**src/hdl/hvcps_pkg.sv**
```systemverilog
`timescale 1ns / 1ps
// Shared types, codes and tables of the contactor and precharge sequencer.
package hvcps_pkg;

  // Control states.
  localparam logic [3:0] ST_ERROR        = 4'd0;
  localparam logic [3:0] ST_CLEAR        = 4'd1;
  localparam logic [3:0] ST_DISCHARGE    = 4'd2;
  localparam logic [3:0] ST_STANDBY      = 4'd3;
  localparam logic [3:0] ST_DRV_PRE      = 4'd4;
  localparam logic [3:0] ST_DRV_PRE_DONE = 4'd5;
  localparam logic [3:0] ST_DRIVE        = 4'd6;
  localparam logic [3:0] ST_CHG_PRE      = 4'd7;
  localparam logic [3:0] ST_CHG_PRE_DONE = 4'd8;
  localparam logic [3:0] ST_CHG_TRICKLE  = 4'd9;
  localparam logic [3:0] ST_CHG_CC       = 4'd10;
  localparam logic [3:0] ST_CHG_CV       = 4'd11;
  localparam logic [3:0] ST_UNKNOWN      = 4'd12;

  // Requested modes.
  localparam logic [2:0] MODE_IDLE   = 3'd0;
  localparam logic [2:0] MODE_START  = 3'd1;
  localparam logic [2:0] MODE_RUN    = 3'd2;
  localparam logic [2:0] MODE_CHARGE = 3'd3;
  localparam logic [2:0] MODE_ERROR  = 3'd4;

  // Configuration register indexes.
  localparam logic [2:0] CFG_PRECHARGE_WINDOW = 3'd0;
  localparam logic [2:0] CFG_TRICKLE_EXIT     = 3'd1;
  localparam logic [2:0] CFG_CELL_MAX_LIMIT   = 3'd2;
  localparam logic [2:0] CFG_CELL_FULL        = 3'd3;
  localparam logic [2:0] CFG_BUS_DISCHARGED   = 3'd4;

  localparam int unsigned CFG_IDX_W  = 3;
  localparam int unsigned CFG_DATA_W = 20;

  // Register values after reset.
  localparam logic [19:0] RST_PRECHARGE_WINDOW = 20'd30000;
  localparam logic [15:0] RST_TRICKLE_EXIT     = 16'd3000;
  localparam logic [15:0] RST_CELL_MAX_LIMIT   = 16'd4280;
  localparam logic [15:0] RST_CELL_FULL        = 16'd4145;
  localparam logic [19:0] RST_BUS_DISCHARGED   = 20'd5000;

  typedef struct packed {
    logic        error_active;
    logic [2:0]  mode_request;
    logic [19:0] pack_voltage_mv;
    logic [19:0] bus_voltage_mv;
    logic [15:0] min_cell_mv;
    logic [15:0] max_cell_mv;
  } tick_req_t;

  typedef struct packed {
    logic [3:0]  present_state;
    logic        air_pos_closed;
    logic        air_neg_closed;
    logic        precharge_closed;
    logic        discharge_closed;
    logic        fault_clear_asserted;
    logic        error_reg_clear;
    logic        balance_msg_valid;
    logic        balance_msg_enable;
    logic [15:0] balance_threshold_mv;
    logic        balancing_on;
  } tick_rsp_t;

  typedef struct packed {
    logic [19:0] precharge_window_mv;
    logic [15:0] trickle_exit_mv;
    logic [15:0] cell_max_limit_mv;
    logic [15:0] cell_full_mv;
    logic [19:0] bus_discharged_mv;
  } cfg_t;

  // Relay drive pattern of a state: bit 0 positive, 1 negative, 2 precharge,
  // 3 discharge.
  function automatic logic [3:0] relay_pattern(input logic [3:0] st);
    logic [3:0] pat;
    case (st)
      ST_DRV_PRE:      pat = 4'd6;
      ST_DRV_PRE_DONE: pat = 4'd7;
      ST_DRIVE:        pat = 4'd3;
      ST_CHG_PRE:      pat = 4'd6;
      ST_CHG_PRE_DONE: pat = 4'd7;
      ST_CHG_TRICKLE:  pat = 4'd3;
      ST_CHG_CC:       pat = 4'd3;
      ST_CHG_CV:       pat = 4'd3;
      default:         pat = 4'd8;
    endcase
    return pat;
  endfunction

endpackage

```
**src/hdl/hvcps_channels.sv**
```systemverilog
`timescale 1ns / 1ps
// Valid/ready channel interfaces for tick requests and results.
interface hvcps_req_if;
  import hvcps_pkg::*;
  logic      valid;
  logic      ready;
  tick_req_t data;
  modport source (output valid, output data, input ready);
  modport sink (input valid, input data, output ready);
endinterface

interface hvcps_rsp_if;
  import hvcps_pkg::*;
  logic      valid;
  logic      ready;
  tick_rsp_t data;
  modport source (output valid, output data, input ready);
  modport sink (input valid, input data, output ready);
endinterface

```
**src/hdl/hvcps_step.sv**
```systemverilog
`timescale 1ns / 1ps
// Per-tick output decode and next-state logic of the sequencer.
module hvcps_step (
  input  logic [3:0]           state_i,
  input  logic                 balancing_i,
  input  hvcps_pkg::tick_req_t req_i,
  input  hvcps_pkg::cfg_t      cfg_i,
  output hvcps_pkg::tick_rsp_t rsp_o,
  output logic [3:0]           state_o,
  output logic                 balancing_o
);
  import hvcps_pkg::*;

  logic [3:0]  shown;
  logic [3:0]  relays;
  logic [19:0] diff;
  logic        pre_done;
  logic        drive_mode;
  logic        is_charge;
  logic [3:0]  nxt;
  logic        bal;
  logic        msg;
  logic        msg_en;
  logic [15:0] thr;

  assign shown  = (state_i > ST_UNKNOWN) ? ST_UNKNOWN : state_i;
  assign relays = relay_pattern(shown);
  assign diff   = (req_i.pack_voltage_mv > req_i.bus_voltage_mv)
                ? req_i.pack_voltage_mv - req_i.bus_voltage_mv
                : req_i.bus_voltage_mv - req_i.pack_voltage_mv;
  assign pre_done   = diff < cfg_i.precharge_window_mv;
  assign drive_mode = (req_i.mode_request == MODE_START) || (req_i.mode_request == MODE_RUN);
  assign is_charge  = req_i.mode_request == MODE_CHARGE;

  always_comb begin
    nxt    = state_i;
    bal    = balancing_i;
    msg    = 1'b0;
    msg_en = 1'b0;
    thr    = '0;
    if (req_i.error_active) begin
      nxt = ST_ERROR;
    end else begin
      // Leaving balancing through a rest state sends the stop message.
      if (((state_i == ST_ERROR) || (state_i == ST_DISCHARGE) || (state_i == ST_STANDBY))
          && balancing_i) begin
        msg = 1'b1;
        bal = 1'b0;
      end
      case (state_i)
        ST_ERROR: begin
          nxt = (req_i.mode_request == MODE_ERROR) ? ST_CLEAR : ST_ERROR;
        end
        ST_CLEAR: begin
          nxt = ((req_i.mode_request == MODE_IDLE)
                 || (req_i.bus_voltage_mv < cfg_i.bus_discharged_mv)) ? ST_STANDBY : ST_CLEAR;
        end
        ST_DISCHARGE: nxt = ST_STANDBY;
        ST_STANDBY: begin
          if (req_i.mode_request == MODE_START) nxt = ST_DRV_PRE;
          else if (is_charge) nxt = ST_CHG_PRE;
          else nxt = ST_STANDBY;
        end
        ST_DRV_PRE: begin
          if (!drive_mode) nxt = ST_DISCHARGE;
          else nxt = pre_done ? ST_DRV_PRE_DONE : ST_DRV_PRE;
        end
        ST_DRV_PRE_DONE: begin
          if (!drive_mode) nxt = ST_DISCHARGE;
          else nxt = (req_i.mode_request == MODE_RUN) ? ST_DRIVE : ST_DRV_PRE_DONE;
        end
        ST_DRIVE: begin
          nxt = (req_i.mode_request == MODE_RUN) ? ST_DRIVE : ST_DISCHARGE;
        end
        ST_CHG_PRE: begin
          if (!is_charge) begin
            nxt = ST_DISCHARGE;
          end else if (pre_done) begin
            nxt = ST_CHG_PRE_DONE;
            if (!balancing_i) begin
              msg    = 1'b1;
              msg_en = 1'b1;
              thr    = req_i.min_cell_mv;
              bal    = 1'b1;
            end
          end else begin
            nxt = ST_CHG_PRE;
            bal = 1'b0;
          end
        end
        ST_CHG_PRE_DONE: nxt = is_charge ? ST_CHG_TRICKLE : ST_DISCHARGE;
        ST_CHG_TRICKLE: begin
          if (!is_charge) nxt = ST_DISCHARGE;
          else nxt = (req_i.min_cell_mv >= cfg_i.trickle_exit_mv) ? ST_CHG_CC : ST_CHG_TRICKLE;
        end
        ST_CHG_CC: begin
          if (!is_charge || (req_i.max_cell_mv >= cfg_i.cell_max_limit_mv)) nxt = ST_DISCHARGE;
          else nxt = ST_CHG_CC;
        end
        ST_CHG_CV: begin
          if (!is_charge || (req_i.min_cell_mv >= cfg_i.cell_full_mv)) nxt = ST_DISCHARGE;
          else nxt = ST_CHG_CV;
        end
        default: nxt = state_i;
      endcase
    end
  end

  always_comb begin
    rsp_o.present_state        = shown;
    rsp_o.air_pos_closed       = relays[0];
    rsp_o.air_neg_closed       = relays[1];
    rsp_o.precharge_closed     = relays[2];
    rsp_o.discharge_closed     = relays[3];
    rsp_o.fault_clear_asserted = shown == ST_CLEAR;
    rsp_o.error_reg_clear      = shown == ST_CLEAR;
    rsp_o.balance_msg_valid    = msg;
    rsp_o.balance_msg_enable   = msg_en;
    rsp_o.balance_threshold_mv = thr;
    rsp_o.balancing_on         = bal;
  end

  assign state_o     = nxt;
  assign balancing_o = bal;

endmodule

```
**src/hdl/hv_contactor_precharge_sequencer_unit.sv**
```systemverilog
`timescale 1ns / 1ps
// Top level of the high-voltage contactor and precharge sequencer.
//
// Each request on tick_in carries one control tick: the error flag, the
// requested mode, pack and bus voltages and the extreme cell voltages. For
// every request exactly one result leaves on tick_out, in order. The result
// shows the relay drives of the state the tick found, plus any cell
// balancing start or stop message that the tick caused.
// A request is captured in an input register; the decode and next-state
// logic then produce its result into the output register, which offers it
// on tick_out. One request is accepted per cycle while the receiver keeps
// taking results; the control state register advances with each request.
// When the receiver stalls, the output register holds its result and the
// input register holds at most one more request; tick_in.ready drops only
// when both are full.
// Reset puts the sequencer in the error state with balancing off, empties
// both registers and loads the threshold registers with their defaults.
// Thresholds are written through cfg_we_i, cfg_idx_i and cfg_data_i; the
// user must write them only while no request is in flight, which the block
// does not enforce. Indexes beyond the last register are ignored.
module hv_contactor_precharge_sequencer_unit (
  input  logic                             clk_i,
  input  logic                             rst_ni,
  hvcps_req_if.sink                        tick_in,
  hvcps_rsp_if.source                      tick_out,
  input  logic                             cfg_we_i,
  input  logic [hvcps_pkg::CFG_IDX_W-1:0]  cfg_idx_i,
  input  logic [hvcps_pkg::CFG_DATA_W-1:0] cfg_data_i
);
  import hvcps_pkg::*;

  cfg_t       cfg_q;
  logic       in_vld_q;
  tick_req_t  in_data_q;
  logic       out_vld_q;
  tick_rsp_t  out_data_q;
  logic [3:0] state_q;
  logic       bal_q;

  tick_rsp_t  step_rsp;
  logic [3:0] state_d;
  logic       bal_d;
  logic       advance;
  logic       in_take;

  // A request moves to the output register when that register is free or
  // is being emptied this cycle; the state advances at the same edge.
  assign advance = in_vld_q && (!out_vld_q || tick_out.ready);
  assign tick_in.ready = !in_vld_q || advance;
  assign in_take = tick_in.valid && tick_in.ready;

  assign tick_out.valid = out_vld_q;
  assign tick_out.data  = out_data_q;

  hvcps_step u_step (
    .state_i     (state_q),
    .balancing_i (bal_q),
    .req_i       (in_data_q),
    .cfg_i       (cfg_q),
    .rsp_o       (step_rsp),
    .state_o     (state_d),
    .balancing_o (bal_d)
  );

  always_ff @(posedge clk_i or negedge rst_ni) begin
    if (!rst_ni) begin
      cfg_q.precharge_window_mv <= RST_PRECHARGE_WINDOW;
      cfg_q.trickle_exit_mv     <= RST_TRICKLE_EXIT;
      cfg_q.cell_max_limit_mv   <= RST_CELL_MAX_LIMIT;
      cfg_q.cell_full_mv        <= RST_CELL_FULL;
      cfg_q.bus_discharged_mv   <= RST_BUS_DISCHARGED;
    end else if (cfg_we_i) begin
      case (cfg_idx_i)
        CFG_PRECHARGE_WINDOW: cfg_q.precharge_window_mv <= cfg_data_i;
        CFG_TRICKLE_EXIT:     cfg_q.trickle_exit_mv     <= cfg_data_i[15:0];
        CFG_CELL_MAX_LIMIT:   cfg_q.cell_max_limit_mv   <= cfg_data_i[15:0];
        CFG_CELL_FULL:        cfg_q.cell_full_mv        <= cfg_data_i[15:0];
        CFG_BUS_DISCHARGED:   cfg_q.bus_discharged_mv   <= cfg_data_i;
        default: ;
      endcase
    end
  end

  always_ff @(posedge clk_i or negedge rst_ni) begin
    if (!rst_ni) begin
      in_vld_q  <= 1'b0;
      out_vld_q <= 1'b0;
      state_q   <= ST_ERROR;
      bal_q     <= 1'b0;
    end else begin
      if (in_take) begin
        in_vld_q <= 1'b1;
      end else if (advance) begin
        in_vld_q <= 1'b0;
      end
      if (advance) begin
        out_vld_q <= 1'b1;
        state_q   <= state_d;
        bal_q     <= bal_d;
      end else if (tick_out.ready) begin
        out_vld_q <= 1'b0;
      end
    end
  end

  // Payload registers carry no reset.
  always_ff @(posedge clk_i) begin
    if (in_take) begin
      in_data_q <= tick_in.data;
    end
    if (advance) begin
      out_data_q <= step_rsp;
    end
  end

endmodule
```
**src/flat_wrapper.sv**
```systemverilog
// flat-port wrapper written by rule: the top's interface ports become plain ports
module hv_contactor_precharge_sequencer_unit_flat import hvcps_pkg::*;
  (clk_i, rst_ni, cfg_we_i, cfg_idx_i, cfg_data_i, tick_in_valid, tick_in_data, tick_in_ready, tick_out_valid, tick_out_data, tick_out_ready);
  hvcps_req_if tick_in_i ();
  hvcps_rsp_if tick_out_i ();
  input  logic clk_i;
  input  logic rst_ni;
  input  logic cfg_we_i;
  input  logic [hvcps_pkg::CFG_IDX_W-1:0] cfg_idx_i;
  input  logic [hvcps_pkg::CFG_DATA_W-1:0] cfg_data_i;
  input wire logic [$bits(tick_in_i.valid)-1:0] tick_in_valid;
  input wire logic [$bits(tick_in_i.data)-1:0] tick_in_data;
  output wire logic [$bits(tick_in_i.ready)-1:0] tick_in_ready;
  output wire logic [$bits(tick_out_i.valid)-1:0] tick_out_valid;
  output wire logic [$bits(tick_out_i.data)-1:0] tick_out_data;
  input wire logic [$bits(tick_out_i.ready)-1:0] tick_out_ready;
  assign tick_in_i.valid = tick_in_valid;
  assign tick_in_i.data = tick_in_data;
  assign tick_in_ready = tick_in_i.ready;
  assign tick_out_valid = tick_out_i.valid;
  assign tick_out_data = tick_out_i.data;
  assign tick_out_i.ready = tick_out_ready;
  hv_contactor_precharge_sequencer_unit u_core (.clk_i(clk_i), .rst_ni(rst_ni), .tick_in(tick_in_i), .tick_out(tick_out_i), .cfg_we_i(cfg_we_i), .cfg_idx_i(cfg_idx_i), .cfg_data_i(cfg_data_i));
endmodule
```
**config.mk**
```make
export PLATFORM = sky130hd
export DESIGN_NAME = hv_contactor_precharge_sequencer_unit_flat
export DESIGN_NICKNAME = d
export VERILOG_FILES = /design/src/hdl/hvcps_pkg.sv /design/src/hdl/hvcps_channels.sv /design/src/hdl/hvcps_step.sv /design/src/hdl/hv_contactor_precharge_sequencer_unit.sv /design/src/flat_wrapper.sv
export SDC_FILE = /design/constraint.sdc
export NUM_CORES = 1
export LEC_CHECK = 0
export BUFFER_PORTS_ARGS = -buffer_cell sky130_fd_sc_hd__buf_2
export CORE_ASPECT_RATIO = 1.75
export CORE_MARGIN = 2
export CORE_UTILIZATION = 35
export DETAILED_ROUTE_END_ITERATION = 10
export PLACE_DENSITY = 0.53
export SYNTH_ARGS = -nofsm -noshare
export SYNTH_HDL_FRONTEND = slang
export SYNTH_SLANG_ARGS = --single-unit
```
**constraint.sdc**
```tcl
create_clock -name clk_i -period 5.32 [get_ports clk_i]
set_input_delay 0.532 -clock clk_i [delete_from_list [all_inputs] [get_ports clk_i]]
set_output_delay 0.532 -clock clk_i [all_outputs]
set_load 0.01 [all_outputs]
```
### Word-level counts from Yosys, hierarchy flattened

Memory sizes are Yosys's and may differ from the RTL's. A register that Yosys moved wholly into a read port is not among the register bits.
Index checks and enable logic that the tools add are counted.

| storage, ports and cells | value |
|---|---|
| register bits | 195 |
| memory bits (read-only) | 64 |
| bits of input ports | 104 |
| word-level logic and storage cells | 118 |
| memories | 1 |

Memories:

| name | depth | bits a word | rd ports | clocked after Yosys merged registers in | wr ports | RTL line | text |
|---|---|---|---|---|---|---|---|
| (name not given) | 16 | 4 | 1 | 1 | 0 | hvcps_pkg.sv:79 | `case (st)` |

| cells by class | value |
|---|---|
| $add $sub $neg | 2 |
| $lt $le $gt $ge | 7 |
| equal/unequal tests | 20 |
| mux-type cells | 36 |
| bitwise logic cells | 3 |
| reduce and logical (&&, ||, !) cells | 28 |

Operators with widths:

| kind | count |
|---|---|
| $ge A16 B16 Y1 | 3 |
| $pmux W4 S12 | 1 |
| $lt A20 B20 Y1 | 2 |
| $sub A20 B20 Y20 | 2 |
| $mux W4 | 8 |
| $gt A20 B20 Y1 | 1 |
| $mux W20 | 1 |
| $mux W1 | 18 |
| $eq A4 B3 Y1 const B | 4 |
| $eq A4 B4 Y1 const B | 4 |
| $mux W3 | 5 |
| $reduce_bool A13 Y1 | 1 |
| $eq A3 B2 Y1 const B | 4 |
| $reduce_and A2 Y1 | 6 |
| $eq A4 B1 Y1 const B | 2 |
| $eq A4 B2 Y1 const B | 2 |
| $logic_or A1 B1 Y1 | 8 |
| $eq A3 B1 Y1 const B | 2 |
| $eq A3 B3 Y1 const B | 2 |
| $logic_not A3 Y1 | 2 |
| $mux W2 | 3 |
| $reduce_or A5 Y1 | 1 |
| $gt A4 B4 Y1 const B | 1 |
| $logic_not A4 Y1 | 1 |
| 5 further kinds | 12 |

### Logic depth before layout (Yosys ltp)

| depth | value |
|---|---|
| depth in word-level cells | 10 |
| mapped depth | 22 |
| mapped depth without buffers | 19 |

### Hierarchy

A second synthesis with hierarchy kept.

| unflattened totals | value |
|---|---|
| cells, all modules | 1015 |
| area total of the unflattened synthesis | 11745.0 um^2 |

Modules (own cells, without submodules):

| module | instances | cells an instance | area each (um^2) | sequential area each (um^2) |
|---|---|---|---|---|
| hv_contactor_precharge_sequencer_unit | 1 | 315 | 6811.5 | 5565.3 |
| hvcps_step | 1 | 700 | 4933.5 | 0.0 |

### Worst setup path after synthesis

No wires, ideal clock.

| timing | value |
|---|---|
| kind | flip-flop to flip-flop |
| start | register u_core.in_data_q[52] (netlist bit) |
| end | register u_core.out_data_q (netlist bit u_core.tick_out.data[10]), data pin |
| setup time | 131 ps |
| arrival time | 4848 ps |
| required time | 5189 ps |
| path slack | 341 ps |
| stages on the path, launching flop included | 23 |
| clock period less this slack | 4979 ps |
| cells stage by stage | edfxtp_1 -> inv_1 -> ha_1 -> inv_1 -> fa_1 -> a21o_1 -> a221o_1 -> or3_1 -> a211oi_2 -> o21ai_1 -> buf_6 -> buf_6 -> mux2i_1 -> xnor2_1 -> ha_1 -> a21o_1 -> a21oi_1 -> nor2b_1 -> or4_1 -> nor3_1 -> nor3b_2 -> clkbuf_1 -> and2_1 |

| on the way | value |
|---|---|
| cells in the longest elaborated chain, start to end | 5 |

Ends and longest elaborated chain:

| item | RTL line | text |
|---|---|---|
| start: declaration | hv_contactor_precharge_sequencer_unit.sv:34 | `tick_req_t in_data_q;` |
| start signal: assignment | hv_contactor_precharge_sequencer_unit.sv:109 | `in_data_q <= tick_in.data;` |
| $sub A20 B20 Y20, or another cell as far along | hvcps_step.sv:30 | `: req_i.bus_voltage_mv - req_i.pack_voltage_mv;` |
| $mux W20 (*) | hvcps_step.sv:29 | `? req_i.pack_voltage_mv - req_i.bus_voltage_mv` |
| $lt A20 B20 Y1 (*) | hvcps_step.sv:31 | `assign pre_done = diff < cfg_i.precharge_window_mv;` |
| $not A1 Y1 (no line) (*) | -- |  |
| $reduce_or A5 Y1 (no line) (*) | -- |  |
| end signal: assignment | hv_contactor_precharge_sequencer_unit.sv:112 | `out_data_q <= step_rsp;` |
| end: declaration | hv_contactor_precharge_sequencer_unit.sv:36 | `tick_rsp_t out_data_q;` |

Every way passes the cells marked *; elsewhere a longest branch is shown, timed or not.
A chain may end at the register's enable or synchronous reset.

### Worst setup path after layout

| timing | value |
|---|---|
| start | register u_core.in_data_q[52] (netlist bit) |
| end | register u_core.out_data_q (netlist bit u_core.tick_out.data[8]), data pin |

Same word-level chain as after synthesis.

==> flow_summary.yaml <==
drt:
  drt-total-wl_um: 30200
  first_pass_iters: 4
  viasPerCell: 5.07
  drtAntennaViolNets: 0
  wl_per_cell_um: 18.1
  drcViolationCount: 0
  drtIter0Drc: 387
  num_vias: 8436
timing:
  holdWs_ns: 0.0420
  slew_violations: 0
  rsz0062_at_grt: "no"
  finalWorstSetupSlack_ns: 0.253
  finalSetupTns_ns: 0
  setup_viol: 0
  hold_viol: 0
  slew_headroom: 0.259
  fin_crit_sh: 0.952
  fin_skew_ns: 0.0159
  worst_pin_slew_ns: 1.11
  period_minus_slack_ns: 5.07
  max_clock_freq_ghz: 0.197
placed_design:
  dp_hpwl_um: 23700
  place_ws_ns: 0.0473
  placed_cell_area_um2: 12600
  port_buffers: 134
  gp_congestion: 0.882
finish:
  fillerInstances: 3145
  antenna_cells: 0
  syn_to_final_growth_pct: 17.3
  fin_area_um2: 13400
  finalNetCount: 1490
  drive_gt1_frac: 0.206
synthesis:
  synth_simple_gate_area_frac: 0.112
  synth_top_family_by_area: "adder cells"
  synth_flop_cell: "edfxtp_1"
  post-synth-top-area-cell: "edfxtp_1"
  synthAdderAreaFrac: 0.148
  synth_compound_area_frac: 0.140
  synth.area.mux_share: 0.0383
  yosys_warnings: 0
  synth-xor-area-share: 0.0145
  synth-seq-cells: 199
  syn-cell-area_um2: 11400
  async_flop_share: 0.477
  synth_top_area_share: 0.273
  netlist_top_cells_area: "edfxtp_1 (27%), dfrtp_1 (15%), ha_1 (14%), dfstp_2 (6.4%), inv_1 (4.8%)"
  syn_inst: 1107
  synth-edff-count: 104
  yosysUniqueCellTypes: 68
  avgSynthCellArea_um2: 10.3
  synth_nets: 1345
  seq_area_frac_synth: 0.484
flow_run:
  cap_violations: 0
worst_setup_path:
  cp_max_fo: 9
  worstPathArrival_ns: 5.38
  cp-start-kind: "flip-flop"
  cpPeakStageDelay_ns: 0.55
  r2r_slack_ns: 0.25
  ff2ff_path_depth: 22
  crit_required_ns: 5.64
  path_cells: "inv_1 > ha_1 > inv_1 > fa_2 > a21o_1 > a221o_1 > or3_4 > a211oi_4 > o21ai_4 > buf_12 > mux2i_2 > xnor2_1 > ha_1 > a21o_1 > a21oi_1 > nor2b_1 > or4_4 > nor3_2 > buf_4 > nor3b_4 > buf_6 > and2_1"
  r2r_end: "u_core.tick_out.data[8]$_SDFFCE_PP0P_"
  end_kind: "flip-flop"
  critical_path_class: "flip-flop to flip-flop"
  r2r_start: "u_core.in_data_q[52]$_DFFE_PP_"
  worst_path_max_delay_cell: "or4_4"
cts:
  worst_skew_pair.late_latency_ns: 0.46
  clock-sinks: 199
  cts-root-buf: "clkbuf_16"
  clk_path_buf_depth: 2
  path_clk_slew_ns: 0.08
  cts_tree: "done"
  ctsHoldBuffers: 0
  htree_levels: 4
  numCtsBuffers: 17
global_route:
  grt_max_degree: 77
  track_usage: 0.179
  overflow: 0
  antenna_found_initial: 0
  grt_pass1_vias: 8672
  grt_pass1_wl_um: 46700
power_and_ir_drop:
  p_int_w: 0.00317
  ir_drop_uv: 250
  p_sw_frac: 0.294
  p_switching_w: 0.00132
  pwr-share-clk: 0.321
  totalPowerFinal_w: 0.00449
  power_density_nw_per_um2: 334
  p_comb_frac: 0.246
  leakagePower_nw: 6.07
  p_seq_frac: 0.434
floorplanning:
  dieWidth_um: 141
  coreArea_um2: 32200
  rows: 87
  io-pin-count: 135
  die_h_um: 243
  dieArea_um2: 34200
  initial_core_util: 0.355
hold_path:
  min_path_type: "input port to asynchronous set/reset pin"
outcome:
  status: "completed"
[placed cells by master (no fill, tap or decap), drive strengths merged, types with 3 or more instances in the layout]
cell      synthesis  layout
bufinv            0       3
o211ai            5       5
o21a              8       8
dfstp            28      28
and3              5       5
xor2              8       8
nor3b             5       5
clkbuf           33      22
nand2           110     110
edfxtp          104     104
a21o             25      25
or3               3       3
a211oi           10      10
and2             21      21
o21ai           100     100
o31ai             4       4
a2111oi           3       3
nor4              6       6
a21oi            65      65
nor3             13      13
o41ai             3       3
ha              132     132
nand3            19      19
nand2b           15      15
nand4            16      16
buf               8     167
inv             146     150
dfrtp            67      67
xnor2            11      11
mux2i            19      19
a31oi             8       8
mux2             22      22
nor2             33      33
o22ai             4       4
a221o             3       3
nor2b            11      11
clkinvlp          0       3
[registers in the layout, summed over array words and instances (netlist names)]
register               cells
u_core.tick_out.valid      1
u_core.state_q             4
u_core.in_vld_q            1
u_core.in_data_q          76
u_core.cfg_q              88
u_core.tick_out.data      28
u_core.bal_q               1
[area by class of cell]
| type | instances | area [um2] | area share |
|---|---|---|---|
| tap | 400 | 500 | 0.0373 |
| timing repair buffer | 167 | 941 | 0.0701 |
| clock buffer | 22 | 508 | 0.0378 |
| multi-input combinational | 721 | 5240 | 0.390 |
| inverter | 146 | 548 | 0.0408 |
| clock inverter | 10 | 150 | 0.0112 |
| sequential | 199 | 5540 | 0.412 |
[power by group through the flow]
stage / clock network (W) / registers (W) / logic [W]
floorplan: 0 / 0.00195 / 0.000740
global placement: 0 / 0.00198 / 0.00106
detailed placement: 0 / 0.00198 / 0.00109
CTS: 0.00149 / 0.00195 / 0.00109
global route: 0.00154 / 0.00197 / 0.00127
finish: 0.00144 / 0.00195 / 0.00110
[through the flow]
stage | cells | utilization
after global placement | 1624 | 0.392
final | 1665 | 0.417
after floorplan | 1107 | -
after detailed placement | 1624 | 0.392
after global routing | 1665 | 0.417
after CTS | 1656 | 0.413
[cells by family after synthesis]
logic type,after synthesis
AOI/OAI and AO/OA,263
buffers and inverters,187
adders and majority gates,134
muxes,41
xor gates and xnor gates,19
and+or+nand+nor,264
DFF,199
[metal layers]
metal | up-vias | track usage | routed length [um]
met1 | 4011 | 0.177 | 11000
li1 | 4162 | - | -
met4 | 0 | 0.0956 | 1400
met2 | 187 | 0.350 | 16900
met5 | - | 0 | 0
met3 | 76 | 0.0280 | 882
[cells in the mapped netlist (all sizes together) (6+ instances only)]
cell type	n
nor2	33
dfstp	28
buf	8
a31oi	8
nor3	13
nand4	16
inv	146
edfxtp	104
a211oi	10
xor2	8
nand2b	15
nand2	110
xnor2	11
nor2b	11
mux2	22
mux2i	19
nor4	6
o21a	8
o21ai	100
clkbuf	33
ha	132
dfrtp	67
and2	21
nand3	19
a21o	25
a21oi	65
[worst max-delay path by stage]
stage	start	slack, ns	end
after floorplan	u_core.in_data_q[52]$_DFFE_PP_	0.34	u_core.tick_out.data[10]$_SDFFCE_PP0P_
after global placement	u_core.in_data_q[52]$_DFFE_PP_	0.12	u_core.tick_out.data[15]$_SDFFCE_PP0P_
after detailed placement	u_core.in_data_q[52]$_DFFE_PP_	0.05	u_core.tick_out.data[11]$_SDFFCE_PP0P_
after CTS	u_core.in_data_q[52]$_DFFE_PP_	0.02	u_core.tick_out.data[9]$_SDFFCE_PP0P_
after global routing	u_core.in_data_q[52]$_DFFE_PP_	0.006	u_core.tick_out.data[11]$_SDFFCE_PP0P_
final	u_core.in_data_q[52]$_DFFE_PP_	0.25	u_core.tick_out.data[8]$_SDFFCE_PP0P_
[worst max-delay path, delay by kind of cell (launching register included)]
family	cells	cell delay [ns]
buffers and inverters	5	0.62
AO/OA/AOI/OAI	6	1.28
multiplexers	1	0.14
adder cells (fa/ha/maj)	3	0.76
XOR/XNOR	1	0.20
flip-flops	1	0.39
AND/OR/NAND/NOR	6	1.52
[what timing repair did]
item	in CTS	in global routing
hold endpoints to repair	0	0
buffers inserted	0	8
gates resized for setup	0	14
setup endpoints to repair	0	22
No activity file was read; power rests on OpenSTA's default activity.
